==> config.mk <==
export PLATFORM = sky130hd
export DESIGN_NAME = heartbeat_ack_retry_sender
export DESIGN_NICKNAME = d
export VERILOG_FILES = /design/src/rtl/hars_pkg.sv /design/src/rtl/heartbeat_ack_retry_sender.sv
export SDC_FILE = /design/constraint.sdc
export NUM_CORES = 1
export LEC_CHECK = 0
export ABC_AREA = 0
export ABC_CLOCK_PERIOD_IN_PS = 3460
export BUFFER_PORTS_ARGS = -buffer_cell sky130_fd_sc_hd__clkbuf_2
export CAP_MARGIN = 10
export CELL_PAD_IN_SITES_DETAIL_PLACEMENT = 0
export CELL_PAD_IN_SITES_GLOBAL_PLACEMENT = 1
export CORE_ASPECT_RATIO = 0.9
export CORE_MARGIN = 1.5
export CORE_UTILIZATION = 42
export CTS_BUF_LIST = sky130_fd_sc_hd__clkbuf_4 sky130_fd_sc_hd__clkbuf_8 sky130_fd_sc_hd__clkbuf_16
export DETAILED_ROUTE_END_ITERATION = 8
export GPL_TIMING_DRIVEN = 0
export PLACE_DENSITY = 0.82
export SYNTH_ARGS = -nofsm -noshare
export SYNTH_HDL_FRONTEND = slang
export SYNTH_SLANG_ARGS = --single-unit
==> constraint.sdc <==
create_clock -name clk -period 3.46 [get_ports clk]
set_input_delay 0 -clock clk [delete_from_list [all_inputs] [get_ports clk]]
set_output_delay 0 -clock clk [all_outputs]
set_load 0.02 [all_outputs]
==> src/rtl/hars_pkg.sv <==
package hars_pkg;

    // Protocol states
    localparam logic [1:0] ST_IDLE  = 2'd0;
    localparam logic [1:0] ST_WAIT  = 2'd1;
    localparam logic [1:0] ST_DELAY = 2'd2;

    // Error event codes
    localparam logic [1:0] ERR_NONE    = 2'd0;
    localparam logic [1:0] ERR_NAK     = 2'd1;
    localparam logic [1:0] ERR_TIMEOUT = 2'd2;

    localparam logic [7:0] ACK_BYTE = 8'h66;

    // Configuration register indexes
    localparam logic [7:0] REG_HEARTBEAT = 8'd0;
    localparam logic [7:0] REG_ACK_TMO   = 8'd1;
    localparam logic [7:0] REG_RETRY_DLY = 8'd2;
    localparam logic [7:0] REG_RETRY_LIM = 8'd3;

    localparam int IN_DATA_W  = 16;
    localparam int OUT_DATA_W = 24;
    localparam int CFG_IDX_W  = 8;
    localparam int CFG_DATA_W = 16;

    typedef struct packed {
        logic       send_packet;
        logic [7:0] first_byte;
        logic [7:0] second_byte;
        logic [1:0] error_event;
    } result_t;

endpackage

==> src/rtl/heartbeat_ack_retry_sender.sv <==
// One input beat per cycle while s_tready is high; the state update is a single
// registered pass (saturating timer increment, one interval compare, next-state select),
// and each accepted beat's result is registered in the output or the skid register.
// A two-entry output (result register plus skid register) keeps s_tready high while
// one result waits. Reset (rst_n low, asynchronous) returns to idle with cleared timer
// and retry count, empty output, and register defaults 1000, 100, 200 and 3.
module heartbeat_ack_retry_sender #(
    parameter int TIMER_WIDTH = 16
) (
    input  logic                              clk,
    input  logic                              rst_n,
    // slave side
    input  logic                              s_tvalid,
    output logic                              s_tready,
    // [7:0] rx_byte, [8] power_on_request, [9] fan_on_request, [10] heat_request,
    // [11] fire_alarm, [15:12] zero
    input  logic [hars_pkg::IN_DATA_W-1:0]    s_tdata,
    // [0] byte_valid
    input  logic                              s_tuser,
    // master side
    output logic                              m_tvalid,
    input  logic                              m_tready,
    // [7:0] first_byte, [15:8] second_byte, [17:16] error_event, [23:18] zero
    output logic [hars_pkg::OUT_DATA_W-1:0]   m_tdata,
    // [0] send_packet
    output logic                              m_tuser,
    // configuration write channel
    input  logic                              cfg_valid,
    output logic                              cfg_ready,
    input  logic [hars_pkg::CFG_IDX_W-1:0]    cfg_index,
    input  logic [hars_pkg::CFG_DATA_W-1:0]   cfg_data
);
    import hars_pkg::*;

    localparam int CMP_W = (TIMER_WIDTH > 16) ? TIMER_WIDTH : 16;
    localparam logic [TIMER_WIDTH-1:0] TIMER_MAX = {TIMER_WIDTH{1'b1}};

    logic [15:0]            heartbeat_reg;
    logic [15:0]            ack_tmo_reg;
    logic [15:0]            retry_dly_reg;
    logic [7:0]             retry_lim_reg;

    logic [1:0]             state_reg, state_next;
    logic [TIMER_WIDTH-1:0] elapsed_reg, elapsed_next;
    logic [7:0]             retries_reg, retries_next;

    logic                   out_valid_reg;
    result_t                out_reg;
    logic                   skid_valid_reg;
    result_t                skid_reg;

    logic                   in_fire;
    logic                   byte_valid;
    logic [7:0]             rx_byte;
    logic [3:0]             flags;
    logic [TIMER_WIDTH-1:0] tick;
    logic [CMP_W-1:0]       tick_ext;
    logic                   hb_done, tmo_done, dly_done;
    logic                   send, changed;
    logic [1:0]             err;
    result_t                res;

    assign cfg_ready = 1'b1;
    assign s_tready  = !skid_valid_reg;
    assign in_fire   = s_tvalid && s_tready;

    assign byte_valid = s_tuser;
    assign rx_byte    = s_tdata[7:0];
    assign flags      = {s_tdata[8], s_tdata[9], s_tdata[10], s_tdata[11]};

    assign tick     = (elapsed_reg == TIMER_MAX) ? elapsed_reg : elapsed_reg + TIMER_WIDTH'(1);
    assign tick_ext = CMP_W'(tick);
    assign hb_done  = tick_ext >= CMP_W'(heartbeat_reg);
    assign tmo_done = tick_ext >= CMP_W'(ack_tmo_reg);
    assign dly_done = tick_ext >= CMP_W'(retry_dly_reg);

    always_comb
    begin
        state_next   = state_reg;
        retries_next = retries_reg;
        send         = 1'b0;
        changed      = 1'b0;
        err          = ERR_NONE;
        case (state_reg)
            ST_WAIT:
            begin
                if (byte_valid)
                begin
                    changed = 1'b1;
                    if (rx_byte == ACK_BYTE)
                    begin
                        state_next = ST_IDLE;
                    end
                    else
                    begin
                        err        = ERR_NAK;
                        state_next = ST_DELAY;
                    end
                end
                else if (tmo_done)
                begin
                    changed = 1'b1;
                    err     = ERR_TIMEOUT;
                    if (retries_reg < retry_lim_reg)
                    begin
                        retries_next = retries_reg + 8'd1;
                        send         = 1'b1;
                        state_next   = ST_WAIT;
                    end
                    else
                    begin
                        state_next = ST_IDLE;
                    end
                end
            end
            ST_DELAY:
            begin
                // bytes arriving here are dropped
                if (dly_done)
                begin
                    changed    = 1'b1;
                    send       = 1'b1;
                    state_next = ST_WAIT;
                end
            end
            default:
            begin
                if (byte_valid)
                begin
                    changed    = 1'b1;
                    state_next = ST_IDLE;
                end
                else if (hb_done)
                begin
                    changed      = 1'b1;
                    send         = 1'b1;
                    retries_next = 8'd0;
                    state_next   = ST_WAIT;
                end
            end
        endcase
        elapsed_next = changed ? '0 : tick;

        res.send_packet = send;
        res.first_byte  = send ? {flags, ~flags} : 8'd0;
        res.second_byte = send ? {~flags, flags} : 8'd0;
        res.error_event = err;
    end

    // configuration registers
    always_ff @(posedge clk or negedge rst_n)
    begin
        if (!rst_n)
        begin
            heartbeat_reg <= 16'd1000;
            ack_tmo_reg   <= 16'd100;
            retry_dly_reg <= 16'd200;
            retry_lim_reg <= 8'd3;
        end
        else if (cfg_valid && cfg_ready)
        begin
            case (cfg_index)
                REG_HEARTBEAT: heartbeat_reg <= cfg_data;
                REG_ACK_TMO:   ack_tmo_reg   <= cfg_data;
                REG_RETRY_DLY: retry_dly_reg <= cfg_data;
                REG_RETRY_LIM: retry_lim_reg <= cfg_data[7:0];
                default:       ;
            endcase
        end
    end

    // protocol state, advanced once per accepted beat
    always_ff @(posedge clk or negedge rst_n)
    begin
        if (!rst_n)
        begin
            state_reg   <= ST_IDLE;
            elapsed_reg <= '0;
            retries_reg <= 8'd0;
        end
        else if (in_fire)
        begin
            state_reg   <= state_next;
            elapsed_reg <= elapsed_next;
            retries_reg <= retries_next;
        end
    end

    // output and skid valid flags
    always_ff @(posedge clk or negedge rst_n)
    begin
        if (!rst_n)
        begin
            out_valid_reg  <= 1'b0;
            skid_valid_reg <= 1'b0;
        end
        else if (!out_valid_reg || m_tready)
        begin
            out_valid_reg  <= skid_valid_reg || in_fire;
            skid_valid_reg <= 1'b0;
        end
        else if (in_fire)
        begin
            skid_valid_reg <= 1'b1;
        end
    end

    // output and skid payload
    always_ff @(posedge clk)
    begin
        if (!out_valid_reg || m_tready)
        begin
            out_reg <= skid_valid_reg ? skid_reg : res;
        end
        else if (in_fire)
        begin
            skid_reg <= res;
        end
    end

    assign m_tvalid = out_valid_reg;
    assign m_tuser  = out_reg.send_packet;
    assign m_tdata  = {6'd0, out_reg.error_event, out_reg.second_byte, out_reg.first_byte};

endmodule
==> flow_metrics.env, run 1 <==
export IMPL_finalCritPeriodShare_pct=107
export IMPL_reg2reg_slack_ps=-250
export IMPL_finClkSkew_ps=11.0
export IMPL_r2r_cells=16
export IMPL_die_w_um=132
export IMPL_cts_root_buffer="clkbuf_16"
export IMPL_status="complete, but fails checks"
export IMPL_synth_area_mm2=0.00626
export IMPL_start_util_pct=42.8
export IMPL_ys_top_cells_by_count="dfrtp_1 (70), nand2_1 (68), inv_1 (66)"
export IMPL_synth_edf_count=22
export IMPL_place_area_mm2=0.00689
export IMPL_gp_congestion=0.881
export IMPL_antenna_left=0
export IMPL_synth_cell_types=57
export IMPL_placed_cells=877
export IMPL_num_vias=5139
export IMPL_violations="negative setup slack"
export IMPL_area_delta_synth_final_pct=36.6
export IMPL_hold_class="in -> reg"
export IMPL_wire_per_inst_um=17.1
export IMPL_fin_crit_ps=3710
export IMPL_ys_ff_latch=106
export IMPL_hp_start="cfg_index[0]"
export IMPL_grt_total_usage_pct=20.8
export IMPL_core_mm2=0.0146
export IMPL_maxCapViolations=0
export IMPL_cts_htree_levels=3
export IMPL_setup_ws_ps=-254
export IMPL_drc_errors=0
export IMPL_fp_dieArea_mm2=0.0156
export IMPL_cts_made_buffers=9
export IMPL_grt_pass1_vias=5176
export IMPL_port_buffers=62
export IMPL_syn_area_per_cell_um2=10.2
export IMPL_crit_type="reg -> reg"
export IMPL_leakagePower_uw=0.00398
export IMPL_vias_per_cell=5.28
export IMPL_io_pins=74
export IMPL_post_place_ws_ps=-961
export IMPL_clock_sinks=106
export IMPL_cts_tree="built"
export IMPL_yosys_warnings=0
export IMPL_die_h_um=119
export IMPL_layout_nets=875
export IMPL_synth_area_leaders="dfrtp_1 (28%), ha_1 (12%), edfxtp_1 (11%)"
export IMPL_async_flop_share_pct=79.2
export IMPL_rsz0062_at_grt="yes"
export IMPL_required_ps=3570
export IMPL_dr_first_iter_drc_count=277
export IMPL_min_to="heartbeat_reg[0]$_DFFE_PN0P_"
export IMPL_synthMostInstantiatedCell="dfrtp_1"
export IMPL_grt_max_degree=48
export IMPL_rows=42
export IMPL_clock_fmax_mhz=269
export IMPL_instances_no_fill=973
export IMPL_clkLatencyLatePin_ps=360
export IMPL_setup_worst_path_start_class="flop"
export IMPL_grt_antenna_before_repair=0
export IMPL_hold_violations=0
export IMPL_syn_inst=611
export IMPL_grt_pass1_wl_mm=25.8
export IMPL_vdd_ir_drop_max_v=0.000310
export IMPL_fin_setup_tns_ps=-8020
export IMPL_reg2reg_from="elapsed_reg[0]$_DFFE_PN0P_"
export IMPL_yosysTopAreaCell="dfrtp_1"
export IMPL_timing_rr_end="m_tdata[5]$_DFFE_PN_"
export IMPL_crit_arrival_ps=3820
export IMPL_n_antenna_cell=0
export IMPL_maxSlewHeadroom_pct=35.3
export IMPL_whs_path_depth=3
export IMPL_worst_pin_slew_ps=967
export IMPL_cts_clk_slew_worst_paths_ps=70
export IMPL_p_per_area_mw_per_mm2=443
export IMPL_power_uw=3790
export IMPL_drive_gt1_share_pct=40.6
export IMPL_endpoint_kind="flop"
export IMPL_ys_seq_area_share_pct=44.4
export IMPL_critical_path_max_fanout=6
export IMPL_slew_violations=0
export IMPL_grt_overflow_total=0
export IMPL_detailed_place_hpwl_mm=10.5
export IMPL_synth_flop_cell="dfrtp_1"
export IMPL_cts_path_max_buffers=2
export IMPL_postLayoutCellArea_mm2=0.00855
export IMPL_wl_mm=16.6
export IMPL_drt_pass1_iterations=5
export IMPL_synth_top_area_share_pct=28.0
export IMPL_setup_viol=43
==> placed cells by master (no fill, tap or decap), types with 8 or more instances in the layout <==
master / n
dlygate4sd3_1: 22
o21ai_0: 26
buf_6: 12
o21ai_1: 9
a21oi_1: 14
clkbuf_2: 61
nand2_1: 62
clkbuf_16: 9
edfxtp_1: 22
nand4_1: 8
inv_1: 63
mux2_2: 43
dfrtp_1: 67
ha_1: 47
nor2_1: 18
nand3_1: 8
nor2b_1: 12
a22o_1: 8
dfstp_2: 14
nor2_4: 8
ha_4: 12
buf_4: 66
==> through the flow <==
stage	hold WS (ps)	util, %
after global placement	227	47.0
after global routing	152	58.5
after detailed placement	53.0	47.2
after CTS	114	55.0
final	123	58.5
after floorplan	-296	-
==> how the worst max path moves through the flow <==
stage | slack, ps | endpoint | cells after the start | startpoint
3_5_place_dp | -960 | m_tdata[11]$_DFFE_PN_ | 17 | elapsed_reg[9]$_DFFE_PN0P_
3_3_place_gp | -950 | m_tdata[11]$_DFFE_PN_ | 16 | elapsed_reg[0]$_DFFE_PN0P_
4_1_cts | -140 | m_tdata[5]$_DFFE_PN_ | 13 | elapsed_reg[1]$_DFFE_PN0P_
5_1_grt | -420 | retries_reg[6]$_DFFE_PN0P_ | 18 | elapsed_reg[10]$_DFFE_PN0P_
6_report | -250 | m_tdata[5]$_DFFE_PN_ | 16 | elapsed_reg[0]$_DFFE_PN0P_
2_1_floorplan | 8 | m_tdata[11]$_DFFE_PN_ | 13 | elapsed_reg[0]$_DFFE_PN0P_
==> report_power, final <==
group | internal, uW | switching, uW | leakage [uW]
registers | 1380 | 58.1 | 0.00128
clock network | 642 | 502 | 0.000161
logic | 562 | 646 | 0.00254
==> routing by layer <==
metal  vias to the layer above  GRT usage (%)  share of wire [%]
li1                       2447              -                  -
met1                      2533           27.0                 43
met2                       133           34.9                 50
met3                        26           4.25                4.6
met4                         0           6.53                1.9
met5                         -              0                  0
==> what timing repair did <==
action / in CTS / in global routing
gates cloned: 2 / 0
setup buffers: 35 / 23
hold buffers: 22 / 0
pin swaps: 33 / 48
resized for setup: 71 / 68
hold endpoints to repair: 93 / 0
setup endpoints to repair: 46 / 45
==> worst max-delay path, cell delays in order (launching register included) <==
cell and delay [ps]:
dfrtp_2 430, ha_4 180, and2_4 160, nand4_1 180, nor2_4 90, nor2_4 220
nand2_2 140, xnor2_4 240, ha_1 270, nand2_1 70, nor3_2 50, a21oi_2 210
o211ai_1 190, a221oi_2 460, o211ai_4 210, buf_6 170, a22o_1 170
==> area by class of cell <==
class,instances,area (um^2)
plain buffers,29,199
clock inverters,7,97.6
flip-flops and latches,106,2780
repair buffers,145,1040
fillers,1208,6060
inverters,66,248
clock buffers,9,225
multi-input cells,413,3710
well taps,198,248
==> logic make-up after synthesis <==
family          count (synthesis)  share of synthesized area (%)
mux                            47                           8.44
xor+xnor                       11                           1.54
other cells                     2                          0.120
fa+ha+maj                      59                           11.8
simple gates                  180                           14.7
buf+inv                        97                           6.92
flops                         106                           44.4
compound gates                109                           12.0
No activity file was read; power rests on OpenSTA's default activity.
==> run 2, diff against run 1 <==
==> config.mk (replaced) <==
export PLATFORM = sky130hd
export DESIGN_NAME = heartbeat_ack_retry_sender
export DESIGN_NICKNAME = d
export VERILOG_FILES = /design/src/rtl/hars_pkg.sv /design/src/rtl/heartbeat_ack_retry_sender.sv
export SDC_FILE = /design/constraint.sdc
export NUM_CORES = 1
export LEC_CHECK = 0
export ABC_AREA = 1
export ABC_CLOCK_PERIOD_IN_PS = 3460
export BUFFER_PORTS_ARGS = -buffer_cell sky130_fd_sc_hd__clkbuf_2
export CAP_MARGIN = 10
export CELL_PAD_IN_SITES_DETAIL_PLACEMENT = 0
export CELL_PAD_IN_SITES_GLOBAL_PLACEMENT = 1
export CORE_ASPECT_RATIO = 0.9
export CORE_MARGIN = 1.5
export CORE_UTILIZATION = 29
export DETAILED_ROUTE_END_ITERATION = 8
export GPL_TIMING_DRIVEN = 0
export PLACE_DENSITY = 0.64
export SYNTH_ARGS = -nofsm -noshare
export SYNTH_HDL_FRONTEND = slang
export SYNTH_SLANG_ARGS = --single-unit
==> flow_metrics.env, run 2 <==
export IMPL_status="finished, final reports clean"
export IMPL_layout_nets=1034
export IMPL_finalCritPeriodShare_pct=92.9
export IMPL_rows=51
export IMPL_critical_path_max_fanout=5
export IMPL_power_uw=3880
export IMPL_gp_congestion=0.805
export IMPL_cts_made_buffers=9
export IMPL_async_flop_share_pct=79.2
export IMPL_grt_pass1_wl_mm=25.8
export IMPL_p_int_uw=2430
export IMPL_drive_gt1_share_pct=20.8
export IMPL_fp_dieArea_mm2=0.0235
export IMPL_grt_overflow_total=0
export IMPL_synth_flop_cell="dfrtp_1"
export IMPL_path_cells="ha_2 -> nand2_2 -> nor2_2 -> nand2_2 -> nor2_4 -> nand3_2 -> nor2_4 -> inv_2 -> and2_1 -> inv_1 -> ha_1 -> nand2_2 -> o21bai_1 -> nand2_1 -> a21oi_4 -> nand3_1 -> nand2_2 -> nand3_4 -> nand2_4 -> o21ai_2"
export IMPL_die_w_um=161
export IMPL_synth_area_leaders="dfrtp_1 (27%), nand2_1 (15%), ha_1 (11%)"
export IMPL_grt_total_usage_pct=13.9
export IMPL_switching_power_uw=1460
export IMPL_syn_area_per_cell_um2=7.97
export IMPL_clkLatencyLatePin_ps=360
export IMPL_detailed_place_hpwl_mm=11.6
export IMPL_layout_common_cells="nand2_1 (237), inv_1 (124), dfrtp_1 (69)"
export IMPL_port_buffers=62
export IMPL_ys_ff_latch=106
export IMPL_synthMostInstantiatedCell="nand2_1"
export IMPL_vdd_ir_drop_max_v=0.000234
export IMPL_io_pins=74
export IMPL_crit_cells=20
export IMPL_ys_seq_area_share_pct=42.5
export IMPL_cts_clk_slew_worst_paths_ps=80
export IMPL_worst_pin_slew_ps=912
export IMPL_critPathSlowestCell="dfrtp_2"
export IMPL_core_mm2=0.0219
export IMPL_hold_violations=0
export IMPL_required_ps=3580
export IMPL_finClkSkew_ps=10.4
export IMPL_path_buf_inv=2
export IMPL_fin_crit_ps=3210
export IMPL_cts_tree="built"
export IMPL_whs_path_depth=3
export IMPL_reg2reg_slack_ps=250
export IMPL_dr_first_iter_drc_count=192
export IMPL_clock_fmax_mhz=311
export IMPL_crit_family="simple AND/OR/NAND/NOR gates"
export IMPL_synth_area_mm2=0.00654
export IMPL_clock_sinks=106
export IMPL_slew_violations=0
export IMPL_setup_viol=0
export IMPL_crit_arrival_ps=3330
export IMPL_r2r_cells=20
export IMPL_p_clk_share_pct=26.0
export IMPL_cts_root_buffer="clkbuf_16"
export IMPL_crit_type="reg -> reg"
export IMPL_synth_top_area_share_pct=26.8
export IMPL_comb_power_share_pct=35.7
export IMPL_synth_cell_types=37
export IMPL_nFillCells=2329
export IMPL_place_area_mm2=0.00726
export IMPL_grt_pass1_vias=4968
export IMPL_cts_path_max_buffers=2
export IMPL_leakagePower_uw=0.00398
export IMPL_start_util_pct=29.9
export IMPL_grt_max_degree=62
export IMPL_n_antenna_cell=0
export IMPL_ys_top_cells_by_count="nand2_1 (253), inv_1 (126), dfrtp_1 (70)"
export IMPL_maxCapViolations=0
export IMPL_synth_edf_count=22
export IMPL_yosysTopAreaCell="dfrtp_1"
export IMPL_wire_per_inst_um=12.7
export IMPL_area_delta_synth_final_pct=22.2
export IMPL_switching_share_pct=37.5
export IMPL_final_common_cell="nand2_1"
export IMPL_p_per_area_mw_per_mm2=486
export IMPL_fin_setup_tns_ps=0
export IMPL_hold_class="in -> reg"
export IMPL_vias_per_cell=4.27
export IMPL_antenna_left=0
export IMPL_endpoint_kind="flop"
export IMPL_syn_inst=821
export IMPL_cts_htree_levels=3
export IMPL_maxSlewHeadroom_pct=39.0
export IMPL_postLayoutCellArea_mm2=0.00799
export IMPL_num_vias=5227
export IMPL_yosys_warnings=0
export IMPL_wl_mm=15.5
export IMPL_grt_antenna_before_repair=0
export IMPL_setup_worst_path_start_class="flop"
export IMPL_drc_errors=0
export IMPL_crit_top_cell="nand2_2"
export IMPL_max_stage_delay_ps=370
export IMPL_p_seq_share_pct=38.3
export IMPL_die_h_um=145
export IMPL_drt_pass1_iterations=4
## run 2: changes by cell type after synthesis, sizes merged, moves of 9 or more
cell / before / now
a21oi: 21 / 34
xor2: 5 / 15
mux2: 46 / 0
o211ai: 9 / 0
nor2b: 14 / 0
inv: 66 / 127
o21ai: 38 / 74
nor2: 29 / 49
nand2: 68 / 258
## run 2: repair_timing
item	in CTS	in global routing
pin swaps	6	7
setup buffers	5	2
setup endpoints to repair	42	44
gates resized for setup	21	29
endpoints found under the hold margin	72	0
gates cloned	2	0
hold buffers	21	0
## run 2: final timing paths
check | start | end
max | elapsed_reg[0]$_DFFE_PN0P_ | m_tuser$_DFFE_PN_
min | cfg_data[7] | ack_tmo_reg[7]$_DFFE_PN0P_
max reg2reg | elapsed_reg[0]$_DFFE_PN0P_ | m_tuser$_DFFE_PN_
min reg2reg | ack_tmo_reg[2]$_DFFE_PN1P_ | ack_tmo_reg[2]$_DFFE_PN1P_
max in group asynchronous | rst_n | heartbeat_reg[9]$_DFFE_PN1P_
min in group asynchronous | rst_n | retries_reg[1]$_DFFE_PN0P_
## run 2: stage by stage
stage	utilization, %	setup WS, ps	cells	hold slack (ps)
2_1_floorplan	-	386	826	-296
3_3_place_gp	33.1	-393	1179	251
3_5_place_dp	33.2	-400	1180	-21.1
4_1_cts	36.0	71.7	1223	6.22
5_1_grt	36.5	-8.96	1225	19.2
6_report	36.5	246	1225	2.55
## run 2: final cells by class
class | count | area [um^2] | share of cell area (%)
Tap cell | 291 | 364 | 4.56
Multi-Input combinational cell | 560 | 3240 | 40.5
Buffer | 34 | 248 | 3.10
Timing Repair Buffer | 91 | 603 | 7.55
Inverter | 127 | 477 | 5.96
Clock buffer | 9 | 225 | 2.82
Clock inverter | 7 | 56.3 | 0.704
Sequential cell | 106 | 2780 | 34.8
## run 2: power by group through the flow
stage	registers, uW	logic, uW	clock network, uW
4_1_cts	1490	1300	1040
2_1_floorplan	1560	758	0
5_1_grt	1510	1570	1090
3_5_place_dp	1520	1160	0
3_3_place_gp	1520	1160	0
6_report	1490	1380	1010
## run 2: cells by family (layout without fill, tap and decap cells)
group	Yosys count	after routing	share of synthesized area (%)
buffers and inverters	162	268	11.0
xor gates and xnor gates	17	17	2.28
other	2	7	0.115
adders and majority gates	59	59	11.3
DFF	106	106	42.5
and+or+nand+nor	360	362	23.1
AOI/OAI and AO/OA	115	115	9.76
## run 2: worst min-delay path, stage by stage
cell and delay (ps):
clkbuf_2 70, inv_1 100, o21ai_2 150
## run 2: per-layer routing
layer / up-vias / global-route usage (%) / wire length (um)
met3: 10 / 2.62 / 456
met4: 0 / 3.47 / 153
met1: 2342 / 19.9 / 8180
met2: 75 / 21.4 / 6750
li1: 2800 / - / -
met5: - / 0 / 0
